<file path="config.mk">
export PLATFORM = sky130hd
export DESIGN_NAME = npc_cell
export DESIGN_NICKNAME = d
export VERILOG_FILES = /design/src/hdl/npc_pkg.sv /design/src/hdl/npc_cell.sv
export SDC_FILE = /design/constraint.sdc
export NUM_CORES = 1
export LEC_CHECK = 0
export BUFFER_PORTS_ARGS = -buffer_cell sky130_fd_sc_hd__buf_2
export CAP_MARGIN = 5
export CORE_ASPECT_RATIO = 1.5
export CORE_MARGIN = 2
export CORE_UTILIZATION = 55
export CTS_CLUSTER_DIAMETER = 40
export CTS_CLUSTER_SIZE = 30
export DETAILED_ROUTE_END_ITERATION = 10
export PLACE_DENSITY = 0.79
export SLEW_MARGIN = 5
export SYNTH_ARGS = -nofsm -noshare
export SYNTH_HDL_FRONTEND = slang
export SYNTH_SLANG_ARGS = --single-unit
export TNS_END_PERCENT = 10
</file>
<file path="constraint.sdc">
create_clock -name i_clk -period 14.7 [get_ports i_clk]
set_input_delay 2.94 -clock i_clk [delete_from_list [all_inputs] [get_ports i_clk]]
set_output_delay 2.94 -clock i_clk [all_outputs]
set_load 0.005 [all_outputs]
</file>
<file path="src/hdl/npc_pkg.sv">
// Shared types, constants and distance function for the nearest palette color block.
package npc_pkg;

    localparam int PALETTE_DEPTH_DEFAULT = 64;
    localparam int COLOR_W = 8;
    localparam int INDEX_W = 8;
    localparam int SIZE_W  = 9;
    localparam int DIST_W  = 18;

    localparam logic OP_LOAD  = 1'b0;
    localparam logic OP_PIXEL = 1'b1;

    // Item traveling down the cell chain, with the best match found so far.
    typedef struct packed {
        logic               op;
        logic [INDEX_W-1:0] slot;
        logic [COLOR_W-1:0] blue;
        logic [COLOR_W-1:0] green;
        logic [COLOR_W-1:0] red;
        logic [INDEX_W-1:0] best_idx;
        logic [DIST_W-1:0]  best_dist;
        logic [COLOR_W-1:0] best_blue;
        logic [COLOR_W-1:0] best_green;
        logic [COLOR_W-1:0] best_red;
    } t_item;

    // Squared difference of two color components.
    function automatic logic [2*COLOR_W-1:0] sq_diff(
        input logic [COLOR_W-1:0] a,
        input logic [COLOR_W-1:0] b
    );
        logic [COLOR_W-1:0] d;
        d = (a > b) ? (a - b) : (b - a);
        return (2*COLOR_W)'(d) * (2*COLOR_W)'(d);
    endfunction

endpackage

</file>
<file path="src/hdl/npc_cell.sv">
// One palette entry with its distance stage and compare stage.
module npc_cell #(
    parameter int CELL_INDEX = 0
) (
    input  logic                  i_clk,
    input  logic                  i_rst_n,
    input  logic                  i_en,
    input  logic [npc_pkg::SIZE_W-1:0] i_size,
    input  logic                  i_valid,
    input  npc_pkg::t_item        i_item,
    output logic                  o_valid,
    output npc_pkg::t_item        o_item
);
    import npc_pkg::*;

    logic [COLOR_W-1:0] r_entry_blue, r_entry_green, r_entry_red;
    logic               r_a_valid, r_b_valid;
    t_item              r_a_item, r_b_item, n_b_item;
    logic [DIST_W-1:0]  r_a_dist, n_a_dist;
    logic [COLOR_W-1:0] r_a_blue, r_a_green, r_a_red;
    logic               w_active;

    // Load items write this entry as they pass through.
    always_ff @(posedge i_clk) begin
        if (i_en && i_valid && i_item.op == OP_LOAD && i_item.slot == INDEX_W'(CELL_INDEX)) begin
            r_entry_blue  <= i_item.blue;
            r_entry_green <= i_item.green;
            r_entry_red   <= i_item.red;
        end
    end

    // Distance from the item color to the stored entry.
    always_comb begin
        n_a_dist = DIST_W'(sq_diff(i_item.blue, r_entry_blue))
                 + DIST_W'(sq_diff(i_item.green, r_entry_green))
                 + DIST_W'(sq_diff(i_item.red, r_entry_red));
    end

    // Only entries below the configured size take part; entry zero always does.
    assign w_active = (CELL_INDEX == 0) || (i_size > SIZE_W'(CELL_INDEX));

    // Keep the earlier best on ties so the lowest index wins.
    always_comb begin
        n_b_item = r_a_item;
        if (r_a_item.op == OP_PIXEL && w_active &&
            (CELL_INDEX == 0 || r_a_dist < r_a_item.best_dist)) begin
            n_b_item.best_idx   = INDEX_W'(CELL_INDEX);
            n_b_item.best_dist  = r_a_dist;
            n_b_item.best_blue  = r_a_blue;
            n_b_item.best_green = r_a_green;
            n_b_item.best_red   = r_a_red;
        end
    end

    // Valid bits of both stages.
    always_ff @(posedge i_clk) begin
        if (!i_rst_n) begin
            r_a_valid <= 1'b0;
            r_b_valid <= 1'b0;
        end else if (i_en) begin
            r_a_valid <= i_valid;
            r_b_valid <= r_a_valid;
        end
    end

    // Stage payloads.
    always_ff @(posedge i_clk) begin
        if (i_en) begin
            r_a_item  <= i_item;
            r_a_dist  <= n_a_dist;
            r_a_blue  <= r_entry_blue;
            r_a_green <= r_entry_green;
            r_a_red   <= r_entry_red;
            r_b_item  <= n_b_item;
        end
    end

    assign o_valid = r_b_valid;
    assign o_item  = r_b_item;
endmodule

</file>
==> results.yml, run 1 <==
outcome:
  status: "finished clean"
clock_network:
  post-cts-setup-buffers: 0
  path_clk_slew_ps: 80
  root_buffer: "clkbuf_16"
  cts_made_buffers: 21
  cts_resized: 0
  h-tree-depth: 1
  cts_tree: "yes"
  clock_path_buffers: 3
  clkLatencyLatePin_ps: 520
  cts_hold_buf: 0
  clock-sinks: 234
sta:
  final.setup.tns_ps: 0
  drv_slew: 0
  fin_crit_ps: 10890
  setup_slack_ps: 3810
  max_freq_ghz: 0.0919
  period_share_pct: 74.1
  rsz0062_at_grt: "no"
  worstMarginPinSlew_ps: 1070
  slew_headroom_pct: 28.4
  finalHoldViolations: 0
  finClkSkew_ps: 17.9
  setup_viol: 0
floorplan:
  die_w_um: 139
  num_rows: 74
  coreArea_sq_um: 27000
  boundaryPins: 180
  fp.dieH_um: 206
  start_util_pct: 55.5
  dieArea_sq_um: 28600
worst_setup_path:
  cpPeakStageDelay_ps: 830
  crit_start: "i_item[66]"
  slowest_stage: "xor2_1"
  r2r_cells: 28
  crit_fanout: 13
  startpoint_type: "input port"
  critPathKind: "in2reg"
  critPathRequiredTime_ps: 14960
  critPathArrivalTime_ps: 11150
  regToRegStartpoint: "r_entry_blue[0]$_DFFE_PP_"
  cp_common_cell: "fa_1"
  cp-end-kind: "flop"
worst_hold_path:
  min_from: "n_b_item[54]$_DFFE_PP_"
  min_path_cells: 0
  hp-class: "reg2reg"
drt:
  drtIter0Drc: 365
  detail_route.wl_per_cell_um: 16.0
  drc: 0
  vias: 8846
  drt_pass1_iterations: 5
  vias_per_cell: 5.23
  antenna_left: 0
  routed_wl_um: 27100
yosys:
  synthesis.area_sq_um: 15000
  ys_seq_area_share_pct: 46.7
  synth_seq_cells: 234
  synth_flop_cell: "edfxtp_1"
  yosysWarnings: 0
  async_reset_ff_share_pct: 0
  netlist_instances: 1158
  yosys.cell_types.count: 59
  syn_nets: 1516
  synth_edf_count: 232
  avgSynthCellArea_sq_um: 12.9
global_route:
  grt_pass1_vias: 9387
  grt_usage_pct: 19.1
  grt_remaining_overflow: 0
  grt_pass1_wl_um: 44100
  grt_max_degree: 78
  antenna_found_initial: 0
finish:
  fin_nets: 1693
  drive_above_1_share_pct: 20.9
  syn_to_final_growth_pct: 13.4
  antenna_cells: 0
run:
  cap_violations: 0
placed_design:
  gp_congestion: 0.892
  io_buffers: 170
  dp_slack_ps: 3140
  hpwl_um: 20900
-- path summary, 6_finish.rpt --
check / endpoint / slack, ps
setup reg to reg: r_a_dist[17]$_DFFE_PP_ / 6020
hold reg to reg: o_item[54]$_DFFE_PP_ / 420
setup / recovery: r_a_dist[17]$_DFFE_PP_ / 3810
hold / removal: o_item[54]$_DFFE_PP_ / 420
-- logic make-up (layout without fill, tap and decap cells) --
group	count (synthesis)	count (layout)	synth area share, %
fa+ha+maj	262	262	28.8
mux	65	65	4.72
simple gates	176	176	5.76
flops	234	234	46.7
xor+xnor	35	35	2.04
buf+inv	274	466	6.95
compound gates	112	112	5.02
-- per-stage QoR --
step	util, %	cells	hold slack (ps)	instance area [sq um]
2_1_floorplan	-	1158	400	15000
3_3_place_gp	60.0	1654	401	16200
3_5_place_dp	60.0	1654	405	16200
4_1_cts	62.9	1692	418	17000
5_1_grt	62.9	1692	419	17000
6_report	62.9	1692	416	17000
-- flip-flops by register name, indices dropped and copies added, names as in the netlist --
signal and cells:
n_b_item 33, o_item 83, o_valid 1, r_a_blue 8, r_a_dist 18, r_a_green 8
r_a_item 50, r_a_red 8, r_a_valid 1, r_entry_blue 8, r_entry_green 8, r_entry_red 8
-- layout by cell type (no fill, tap or decap), types with 4 or more instances in the layout --
master	synthesis	routed
nand3_1	4	4
xor2_1	14	14
mux2i_1	20	20
inv_1	251	251
a21o_1	18	18
o21bai_1	9	9
buf_2	5	169
a221o_1	4	4
a21oi_1	37	37
inv_8	0	5
or2_2	12	12
clkbuf_16	0	21
nor2b_1	14	14
o21ai_0	17	17
fa_1	138	138
nand2_1	21	21
nor2_1	79	79
mux2_2	45	45
ha_1	124	124
nand2b_1	18	18
xnor2_1	21	21
and3_1	6	6
buf_4	0	6
a211oi_1	4	4
edfxtp_1	232	232
inv_6	0	4
-- cells in the mapped netlist (all sizes together) (18+ instances only) --
cell type / number / area (sq um)
fa: 138 / 2760
nand2: 22 / 85.1
xnor2: 21 / 184
a21o: 19 / 144
mux2i: 20 / 200
nor2: 79 / 297
o21ai: 18 / 90.1
edfxtp: 232 / 6970
mux2: 45 / 507
inv: 252 / 946
a21oi: 38 / 201
ha: 124 / 1550
nand2b: 18 / 113
-- metal layers --
metal / track usage, % / vias up / share of wire (%)
li1: - / 4170 / -
met1: 20.6 / 4384 / 35
met2: 37.8 / 229 / 58
met3: 2.06 / 63 / 3.7
met4: 8.08 / 0 / 4.0
met5: 0 / - / 0
-- critical path: cells and delay by family --
family | cells | cell delay (ps)
fa+ha+maj | 10 | 4450
buf+inv | 7 | 450
simple gates | 3 | 580
mux | 1 | 260
xor+xnor | 2 | 940
compound gates | 7 | 1510
-- final cells by class --
cell class                      count  area, sq um
Clock buffer                       21          526
Clock inverter                     17          234
Sequential cell                   234         7010
Inverter                          252          946
Multi-Input combinational cell    650         6950
Tap cell                          342          428
Timing Repair Buffer              176          905
Fill cell                        2020        10000
Power of run 1 is not shown: default switching activity piles up to over one toggle a cycle in this logic, so the estimate is an artifact.
==> inputs of run 2 (changes only) <==
==> constraint.sdc (replaced) <==
create_clock -name i_clk -period 11.3 [get_ports i_clk]
set_input_delay 2.26 -clock i_clk [delete_from_list [all_inputs] [get_ports i_clk]]
set_output_delay 2.26 -clock i_clk [all_outputs]
set_load 0.005 [all_outputs]
==> results.yml, run 2 (same netlist as run 1, synthesis figures left out) <==
drt:
  antenna_left: 0
  highest_layer: "met4"
  wl_met2_um: 15300
  m1WireLength_um: 9520
  met3_length_um: 964
  vias: 8831
  drtIter0Drc: 377
  detail_route.wl_per_cell_um: 15.7
  drt_pass1_iterations: 5
  routed_wl_um: 26600
  drc: 0
  vias_per_cell: 5.20
worst_setup_path:
  crit_fanout: 10
  crit-reg2reg-capture: "r_a_dist[17]$_DFFE_PP_"
  cp_common_cell: "fa_1"
  r2r_slack_ps: 2620
  regToRegStartpoint: "r_entry_blue[0]$_DFFE_PP_"
  critPathArrivalTime_ps: 10460
  critPathRequiredTime_ps: 11560
  startpoint_type: "input port"
  cpPeakStageDelay_ps: 670
  critPathKind: "in2reg"
  endpoint: "r_a_dist[17]$_DFFE_PP_"
  crit_start: "i_item[66]"
  slowest_stage: "xor2_1"
  cp-end-kind: "flop"
  r2r_cells: 28
clock_network:
  h-tree-depth: 1
  cts_tree: "yes"
  clock-sinks: 234
  root_buffer: "clkbuf_16"
  clock_path_buffers: 3
  clkLatencyLatePin_ps: 520
  post-cts-setup-buffers: 0
  cts_made_buffers: 19
  cts_resized: 0
  cts_hold_buf: 0
  path_clk_slew_ps: 70
worst_hold_path:
  hp-class: "reg2reg"
floorplan:
  die_w_um: 139
  coreArea_sq_um: 27000
  boundaryPins: 180
  fp.dieH_um: 206
  dieArea_sq_um: 28600
  start_util_pct: 55.5
  num_rows: 74
finish:
  drive_above_1_share_pct: 21.1
  largest_reg_flops: 83
  antenna_cells: 0
  final_cell_mix: "inv_1 (251), edfxtp_1 (232), buf_2 (169)"
  final_common_cell: "inv_1"
  fin_nets: 1700
  syn_to_final_growth_pct: 13.1
global_route:
  grt_max_degree: 77
  grt_pass1_vias: 9152
  grt_pass1_wl_um: 42700
  grt_usage_pct: 18.5
  grt_remaining_overflow: 0
  antenna_found_initial: 0
run:
  cap_violations: 0
sta:
  worstMarginPinSlew_ps: 926
  final.setup.tns_ps: 0
  setup_slack_ps: 1100
  drv_slew: 0
  slew_headroom_pct: 38.2
  max_freq_ghz: 0.0981
  finalHoldViolations: 0
  fin_crit_ps: 10200
  rsz0062_at_grt: "no"
  setup_viol: 0
  finClkSkew_ps: 11.6
  period_share_pct: 90.2
placed_design:
  hpwl_um: 20600
  io_buffers: 170
  gp_congestion: 0.874
  dp_slack_ps: 632
outcome:
  status: "finished clean"
-- run 2: cell count changes in the layout (fill, tap and decap cells not counted), moves of 2 or more --
cell,before,now
inv_16,2,0
clkbuf_16,21,19
buf_4,6,15
inv_12,3,1
-- run 2: routing by layer --
metal,vias to the layer above,GRT usage [%]
met5,-,0
met1,4405,19.7
met2,187,36.9
met4,0,7.03
met3,58,2.41
li1,4181,-
-- run 2: worst min path at each step --
stage                            from                   end  slack (ps)  cells after the start
2_1_floorplan  n_b_item[50]$_DFFE_PP_  o_item[50]$_DFFE_PP_         400                      0
3_3_place_gp   n_b_item[62]$_DFFE_PP_  o_item[62]$_DFFE_PP_         400                      0
3_5_place_dp   n_b_item[52]$_DFFE_PP_  o_item[52]$_DFFE_PP_         400                      0
4_1_cts        n_b_item[66]$_DFFE_PP_  o_item[66]$_DFFE_PP_         420                      0
5_1_grt        n_b_item[66]$_DFFE_PP_  o_item[66]$_DFFE_PP_         410                      0
6_report       n_b_item[66]$_DFFE_PP_  o_item[66]$_DFFE_PP_         420                      0
-- run 2: stage by stage --
step	instance area, sq um	cells	utilization, %	hold slack (ps)
final	17000	1697	62.7	419
after global routing	17000	1697	62.7	414
after CTS	17000	1697	62.7	416
after detailed placement	16300	1663	60.3	405
after global placement	16300	1663	60.3	401
after floorplan	15000	1158	-	400
-- run 2: area by class of cell --
type	count	area (sq um)
Fill cell	2027	10100
Sequential cell	234	7010
Multi-Input combinational cell	650	6950
Timing Repair Buffer	185	972
Inverter	252	946
Clock buffer	19	475
Tap cell	342	428
Clock inverter	15	175
-- run 2: critical path, delay by kind of cell --
kind                     cells  cell delay, ps
AND/OR/NAND/NOR              4             870
AO/OA/AOI/OAI                7            1520
multiplexers                 1             260
buffers and inverters        6             400
adder cells (fa/ha/maj)     10            4380
XOR/XNOR                     2             770
Power of run 2 is left out for the same reason.
